--- src/lbct_pkg.sv ---
// lbct_pkg: types and constants shared by the LRU block cache tag engine.
// Request and response structs, command codes, scan summary struct.
// No dependencies.
package lbct_pkg;

    localparam int TAG_W  = 32;
    localparam int AGE_W  = 32;
    localparam int CFG_W  = 4;
    localparam int SLOT_W = 6;   // wide enough for the largest built slot count

    localparam logic [1:0] CMD_READ   = 2'd0;
    localparam logic [1:0] CMD_WRITE  = 2'd1;
    localparam logic [1:0] CMD_INVAL  = 2'd2;
    localparam logic [1:0] CMD_UNUSED = 2'd3;

    localparam logic [CFG_W-1:0] CFG_RESET = 4'd8;

    typedef logic [2:0]        out_idx_t;
    typedef logic [SLOT_W-1:0] slot_idx_t;

    typedef struct packed {
        logic [1:0]       cmd;
        logic [TAG_W-1:0] block_number;
        logic             device_failed;
    } req_t;

    typedef struct packed {
        logic     hit;
        out_idx_t slot_index;
        logic     fill;
        logic     status;
    } rsp_t;

    typedef struct packed {
        logic      match_found;
        slot_idx_t match_idx;
        logic      inv_found;
        slot_idx_t inv_idx;
        slot_idx_t min_idx;
    } scan_sum_t;

endpackage

--- src/lbct_store.sv ---
// lbct_store: tag and age memories of the cache slots.
// One write port, one registered read port. Uses lbct_pkg.
module lbct_store #(
    parameter int DEPTH = 8,
    parameter int IDX_W = 3
) (
    input  logic                      clk,
    input  logic                      we,
    input  logic [IDX_W-1:0]          waddr,
    input  logic [lbct_pkg::TAG_W-1:0] wtag,
    input  logic [lbct_pkg::AGE_W-1:0] wage,
    input  logic [IDX_W-1:0]          raddr,
    output logic [lbct_pkg::TAG_W-1:0] rtag,
    output logic [lbct_pkg::AGE_W-1:0] rage
);
    import lbct_pkg::*;

    logic [TAG_W-1:0] tag_mem [DEPTH];
    logic [AGE_W-1:0] age_mem [DEPTH];

    always_ff @(posedge clk)
    begin
        if (we)
        begin
            tag_mem[waddr] <= wtag;
            age_mem[waddr] <= wage;
        end
    end

    always_ff @(posedge clk)
    begin
        rtag <= tag_mem[raddr];
        rage <= age_mem[raddr];
    end

endmodule

--- src/lbct_scan.sv ---
// lbct_scan: shared compare unit, one slot per cycle while cmp_vld is high.
// Tracks first tag match, first invalid slot and oldest slot. Uses lbct_pkg.
module lbct_scan #(
    parameter int IDX_W = 3
) (
    input  logic                       clk,
    input  logic                       rst_n,
    input  logic                       clear,
    input  logic                       cmp_vld,
    input  logic [IDX_W-1:0]           cmp_idx,
    input  logic                       slot_valid,
    input  logic [lbct_pkg::TAG_W-1:0] tag,
    input  logic [lbct_pkg::TAG_W-1:0] key,
    input  logic [lbct_pkg::AGE_W-1:0] age,
    output lbct_pkg::scan_sum_t        sum
);
    import lbct_pkg::*;

    logic             match_found_reg, match_found_next;
    logic             inv_found_reg, inv_found_next;
    slot_idx_t        match_idx_reg, match_idx_next;
    slot_idx_t        inv_idx_reg, inv_idx_next;
    slot_idx_t        min_idx_reg, min_idx_next;
    logic [AGE_W-1:0] min_age_reg, min_age_next;

    always_comb
    begin
        match_found_next = match_found_reg;
        inv_found_next   = inv_found_reg;
        match_idx_next   = match_idx_reg;
        inv_idx_next     = inv_idx_reg;
        min_idx_next     = min_idx_reg;
        min_age_next     = min_age_reg;
        if (clear)
        begin
            match_found_next = 1'b0;
            inv_found_next   = 1'b0;
        end
        else if (cmp_vld)
        begin
            if (slot_valid && (tag == key) && !match_found_reg)
            begin
                match_found_next = 1'b1;
                match_idx_next   = slot_idx_t'(cmp_idx);
            end
            if (!slot_valid && !inv_found_reg)
            begin
                inv_found_next = 1'b1;
                inv_idx_next   = slot_idx_t'(cmp_idx);
            end
            if ((cmp_idx == '0) || (age < min_age_reg))
            begin
                min_age_next = age;
                min_idx_next = slot_idx_t'(cmp_idx);
            end
        end
    end

    always_ff @(posedge clk or negedge rst_n)
    begin
        if (!rst_n)
        begin
            match_found_reg <= 1'b0;
            inv_found_reg   <= 1'b0;
        end
        else
        begin
            match_found_reg <= match_found_next;
            inv_found_reg   <= inv_found_next;
        end
    end

    always_ff @(posedge clk)
    begin
        match_idx_reg <= match_idx_next;
        inv_idx_reg   <= inv_idx_next;
        min_idx_reg   <= min_idx_next;
        min_age_reg   <= min_age_next;
    end

    assign sum.match_found = match_found_reg;
    assign sum.match_idx   = match_idx_reg;
    assign sum.inv_found   = inv_found_reg;
    assign sum.inv_idx     = inv_idx_reg;
    assign sum.min_idx     = min_idx_reg;

endmodule

--- src/lru_block_cache_tags.sv ---
// lru_block_cache_tags: LRU tag engine, top level. Uses lbct_pkg, lbct_store, lbct_scan.
// Read or successful write: done pulses N+3 cycles after the start transfer,
// N = enabled slots; one tag/age memory read per cycle through the shared compare unit.
// Invalidate, failed write, unused command: done pulses the cycle after the transfer.
// A new start is taken in the cycle done is shown; done cannot be stalled.
// Reset: valid bits cleared, use clock zero, slot count 8; tag/age memories not cleared.
module lru_block_cache_tags #(
    parameter int MAX_SLOTS = 8
) (
    input  logic                       clk,
    input  logic                       rst_n,
    input  logic                       start,
    output logic                       busy,
    input  lbct_pkg::req_t             req,
    output logic                       done,
    output lbct_pkg::rsp_t             rsp,
    input  logic                       cfg_we,
    input  logic [lbct_pkg::CFG_W-1:0] cfg_wdata
);
    import lbct_pkg::*;

    localparam int IDX_W = (MAX_SLOTS > 1) ? $clog2(MAX_SLOTS) : 1;

    localparam logic [1:0] ST_IDLE  = 2'd0;
    localparam logic [1:0] ST_SCAN  = 2'd1;
    localparam logic [1:0] ST_DRAIN = 2'd2;
    localparam logic [1:0] ST_UPD   = 2'd3;

    logic [1:0]           state_reg, state_next;
    logic                 done_reg, done_next;
    logic [MAX_SLOTS-1:0] valid_reg, valid_next;
    logic [AGE_W-1:0]     clock_reg, clock_next;
    logic [CFG_W-1:0]     slots_reg;
    logic                 cmp_vld_reg;
    logic [IDX_W-1:0]     cmp_idx_reg;
    logic [IDX_W-1:0]     rd_addr_reg, rd_addr_next;
    req_t                 req_reg, req_next;
    rsp_t                 rsp_reg, rsp_next;

    logic                 acc;
    logic [IDX_W-1:0]     last_idx;
    logic [AGE_W-1:0]     tick;
    logic [IDX_W-1:0]     upd_idx;
    logic                 mem_we;
    logic [TAG_W-1:0]     rd_tag;
    logic [AGE_W-1:0]     rd_age;
    scan_sum_t            sum;

    assign busy = (state_reg != ST_IDLE);
    assign acc  = start && !busy;
    assign tick = clock_reg + 1'b1;
    assign done = done_reg;
    assign rsp  = rsp_reg;

    always_comb
    begin
        if ((slots_reg == '0) || (int'(slots_reg) > MAX_SLOTS))
            last_idx = IDX_W'(MAX_SLOTS - 1);
        else
            last_idx = IDX_W'(slots_reg - 1'b1);
    end

    always_comb
    begin
        if (sum.match_found)
            upd_idx = sum.match_idx[IDX_W-1:0];
        else if (sum.inv_found)
            upd_idx = sum.inv_idx[IDX_W-1:0];
        else
            upd_idx = sum.min_idx[IDX_W-1:0];
    end

    always_comb
    begin
        state_next   = state_reg;
        done_next    = 1'b0;
        valid_next   = valid_reg;
        clock_next   = clock_reg;
        rd_addr_next = rd_addr_reg;
        req_next     = req_reg;
        rsp_next     = rsp_reg;
        mem_we       = 1'b0;
        case (state_reg)
            ST_IDLE:
            begin
                if (acc)
                begin
                    req_next     = req;
                    rd_addr_next = '0;
                    if ((req.cmd == CMD_READ) || ((req.cmd == CMD_WRITE) && !req.device_failed))
                    begin
                        state_next = ST_SCAN;
                    end
                    else
                    begin
                        done_next  = 1'b1;
                        rsp_next   = '0;
                        rsp_next.status = (req.cmd == CMD_WRITE);
                        if (req.cmd == CMD_INVAL)
                        begin
                            valid_next = '0;
                            clock_next = '0;
                        end
                    end
                end
            end
            ST_SCAN:
            begin
                rd_addr_next = rd_addr_reg + 1'b1;
                if (rd_addr_reg == last_idx)
                    state_next = ST_DRAIN;
            end
            ST_DRAIN:
            begin
                state_next = ST_UPD;
            end
            ST_UPD:
            begin
                state_next = ST_IDLE;
                done_next  = 1'b1;
                rsp_next   = '0;
                if (sum.match_found)
                begin
                    mem_we              = 1'b1;
                    clock_next          = tick;
                    rsp_next.hit        = 1'b1;
                    rsp_next.slot_index = out_idx_t'(upd_idx);
                end
                else if (req_reg.cmd == CMD_READ)
                begin
                    if (req_reg.device_failed)
                    begin
                        rsp_next.status = 1'b1;
                    end
                    else
                    begin
                        mem_we              = 1'b1;
                        clock_next          = tick;
                        valid_next[upd_idx] = 1'b1;
                        rsp_next.fill       = 1'b1;
                        rsp_next.slot_index = out_idx_t'(upd_idx);
                    end
                end
            end
            default:
            begin
                state_next = ST_IDLE;
            end
        endcase
    end

    always_ff @(posedge clk or negedge rst_n)
    begin
        if (!rst_n)
        begin
            state_reg   <= ST_IDLE;
            done_reg    <= 1'b0;
            valid_reg   <= '0;
            clock_reg   <= '0;
            slots_reg   <= CFG_RESET;
            cmp_vld_reg <= 1'b0;
        end
        else
        begin
            state_reg   <= state_next;
            done_reg    <= done_next;
            valid_reg   <= valid_next;
            clock_reg   <= clock_next;
            cmp_vld_reg <= (state_reg == ST_SCAN);
            if (cfg_we)
                slots_reg <= cfg_wdata;
        end
    end

    always_ff @(posedge clk)
    begin
        rd_addr_reg <= rd_addr_next;
        cmp_idx_reg <= rd_addr_reg;
        req_reg     <= req_next;
        rsp_reg     <= rsp_next;
    end

    lbct_store #(
        .DEPTH (MAX_SLOTS),
        .IDX_W (IDX_W)
    ) u_store (
        .clk   (clk),
        .we    (mem_we),
        .waddr (upd_idx),
        .wtag  (req_reg.block_number),
        .wage  (tick),
        .raddr (rd_addr_reg),
        .rtag  (rd_tag),
        .rage  (rd_age)
    );

    lbct_scan #(
        .IDX_W (IDX_W)
    ) u_scan (
        .clk        (clk),
        .rst_n      (rst_n),
        .clear      (acc),
        .cmp_vld    (cmp_vld_reg),
        .cmp_idx    (cmp_idx_reg),
        .slot_valid (valid_reg[cmp_idx_reg]),
        .tag        (rd_tag),
        .key        (req_reg.block_number),
        .age        (rd_age),
        .sum        (sum)
    );

    a_done_source: assert property (@(posedge clk) disable iff (!rst_n)
        done |-> $past(state_reg == ST_UPD) || $past(acc))
        else $error("done without a finished request");

    a_fill_miss: assert property (@(posedge clk) disable iff (!rst_n)
        (done && rsp.fill) |-> (!rsp.hit && !rsp.status))
        else $error("fill together with hit or error");

    a_err_clean: assert property (@(posedge clk) disable iff (!rst_n)
        (done && rsp.status) |-> (!rsp.hit && !rsp.fill && (rsp.slot_index == '0)))
        else $error("error response carries slot data");

    a_inval: assert property (@(posedge clk) disable iff (!rst_n)
        (acc && (req.cmd == CMD_INVAL)) |=> ((valid_reg == '0) && (clock_reg == '0)))
        else $error("invalidate did not clear state");

    a_no_start_busy: assert property (@(posedge clk) disable iff (!rst_n)
        (state_reg == ST_SCAN) |-> !done)
        else $error("response while scanning");

endmodule

--- config.mk ---
export PLATFORM = sky130hd
export DESIGN_NAME = lru_block_cache_tags
export DESIGN_NICKNAME = d
export VERILOG_FILES = /design/src/lbct_pkg.sv /design/src/lbct_store.sv /design/src/lbct_scan.sv /design/src/lru_block_cache_tags.sv
export SDC_FILE = /design/constraint.sdc
export NUM_CORES = 1
export LEC_CHECK = 0
export ABC_AREA = 1
export BUFFER_PORTS_ARGS = -buffer_cell sky130_fd_sc_hd__clkbuf_2
export CORE_AREA = 2 2 287 204
export DETAILED_ROUTE_END_ITERATION = 8
export DIE_AREA = 0 0 289 206
export GPL_ROUTABILITY_DRIVEN = 0
export PLACE_DENSITY_LB_ADDON = 0.3
export REMOVE_ABC_BUFFERS = 1
export SYNTH_ARGS = -nofsm -noshare
export SYNTH_HDL_FRONTEND = slang
export SYNTH_HIERARCHICAL = 1
export SYNTH_SLANG_ARGS = --single-unit
--- constraint.sdc ---
create_clock -name clk -period 11.8 [get_ports clk]
set_clock_uncertainty 0.2 [all_clocks]
set_input_delay 2.36 -clock clk [delete_from_list [all_inputs] [get_ports clk]]
set_output_delay 2.36 -clock clk [all_outputs]
set_load 0.005 [all_outputs]
==> qor.yml <==
outcome: "finished, final reports clean"
ir_drop_mv: 0.199
r2r_end: "u_store/rtag[24]"
finalSetupViolations: 0
area_delta_synth_final_pct: 10.2
clock.fmax_mhz: 230
cpPeakStageDelay_ns: 1.03
grt_pass1_vias: 19500
grt_pass1_wl_mm: 105
crit_arrival_ns: 4.64
netlist_area_um2: 30900
numCtsBuffers: 70
syn_area_per_cell_um2: 10.1
dp.final_hpwl_mm: 36.2
grt_max_degree: 187
first_pass_iters: 6
slowest_stage: "buf_4"
clock-sinks: 714
rows: 74
path_cells: "buf_12 > inv_6 > buf_4 > buf_4 > nand2_1 > nand3_1 > nand2_1 > nand2_1 > nand2_1"
r2r_slack_ns: 7.45
dpl.cell_count: 3797
die_h_um: 206
final_area_um2: 34000
setup_ws_ns: 7.45
num_vias: 20178
crit_fanout: 186
r2r_start: "rd_addr_reg[0]"
power_mw: 7.62
drc: 0
fin_crit_sh: 0.369
postLayoutCoreUtil: 0.595
postSynthCellCount: 3071
core-area_um2: 57200
drt-total-wl_mm: 66.9
viasPerCell: 5.14
hold_buffers: 0
ant_nets: 0
io_buffer_count: 50
post-place-ws_ns: 7.08
leakagePower_nw: 15.4
wire_per_inst_um: 17.0
tns_ns: 0
nFillCells: 4479
hold_depth: 0
die_x_um: 289
htreeDepth: 3
hold_class: "flip-flop to flip-flop"
root_buffer: "clkbuf_16"
finalHoldViolations: 0
dieArea_um2: 59500
synth_warnings: 6
cts_resized: 0
rsz0062_at_grt: "no"
hold_slack_ns: 0.241
finalNonFillerCells: 3927
nets: 3190
clkLatencyLatePin_ns: 0.63
post_cts_buffers: 0
start_util: 0.540
placedInstanceArea_um2: 31700
cap_violations: 0
slew_headroom: 0.181
clk_pin_slew_ns: 0.07
start_kind: "flip-flop"
gr-usage-all-layers: 0.230
post-route-min-period_ns: 4.35
path_class: "flip-flop to flip-flop"
min_to: "u_scan/min_age_reg[18]"
holdCritStartpoint: "u_store/rage[18]"
report.final.slew_viol_count: 0
antenna_found_initial: 2
drt_iter0_drc: 1744
required_ns: 12.09
reg2regPathDepth: 9
crit_top_cell: "nand2_1"
p_per_area_nw_per_um2: 224
cts_tree: "done"
gr-total-overflow: 0
worstMarginPinSlew_ns: 1.23
cts.path.max_buffers: 3
drive_gt1_frac: 0.0695
ios: 51
crit_path_end_kind: "flip-flop"
-- per-layer routing --
metal | GRT usage | up-vias | part of all wire
li1 | - | 9734 | -
met1 | 0.321 | 9662 | 0.44
met2 | 0.376 | 655 | 0.47
met3 | 0.0379 | 125 | 0.065
met4 | 0.0639 | 2 | 0.022
met5 | 0 | - | 0.00018
-- worst max-delay path: cells and delay by family, from the launching register on --
| kind | cells | cell delay [ns] |
|---|---|---|
| and+or+nand+nor | 5 | 0.49 |
| DFF | 1 | 0.42 |
| buffers and inverters | 4 | 2.78 |
-- where the power goes --
part / internal [mW] / switching (mW)
Sequential: 3.07 / 0.165
Clock: 1.33 / 0.945
Combinational: 0.618 / 1.49
Total: 5.01 / 2.60
-- layout make-up --
cell class	instances	area [µm²]	area share
Sequential cell	714	20500	0.603
Multi-Input combinational cell	1591	7300	0.215
Inverter	662	2490	0.0733
Clock buffer	95	1880	0.0551
Tap cell	760	951	0.0279
Clock inverter	34	459	0.0135
Timing Repair Buffer	70	425	0.0125
Antenna cell	1	2.50	0.0000735
-- how the worst max path moves through the flow --
stage | cells past startpoint | start | to | slack (ns)
global placement | 7 | start | u_scan/min_age_reg[5] | 7.13
CTS | 4 | state_reg[0] | busy | 7.60
floorplan | 6 | rd_addr_reg[0] | u_store/rage[30] | 2.71
finish | 9 | rd_addr_reg[0] | u_store/rtag[24] | 7.45
global route | 9 | rd_addr_reg[0] | u_store/rtag[24] | 7.39
detailed placement | 7 | start | u_scan/min_age_reg[5] | 7.08
-- layout by cell type, fill, tap and decap left out, drive strengths merged, types with 2 or more instances in the layout --
master	n
nand2	1031
inv	667
edfxtp	597
nand3	281
clkbuf	145
nor2	70
dfxtp	67
dfrtp	49
ha	38
a21oi	31
o21ai	30
buf	20
nor3	20
xnor2	18
clkinv	18
o22ai	17
xor2	17
nand4	11
bufinv	9
or2	5
nand3b	3
o211ai	3
and2	3
o21bai	3
a31oi	3
o21a	2
clkinvlp	2
No activity file was read; power rests on OpenSTA's default activity.
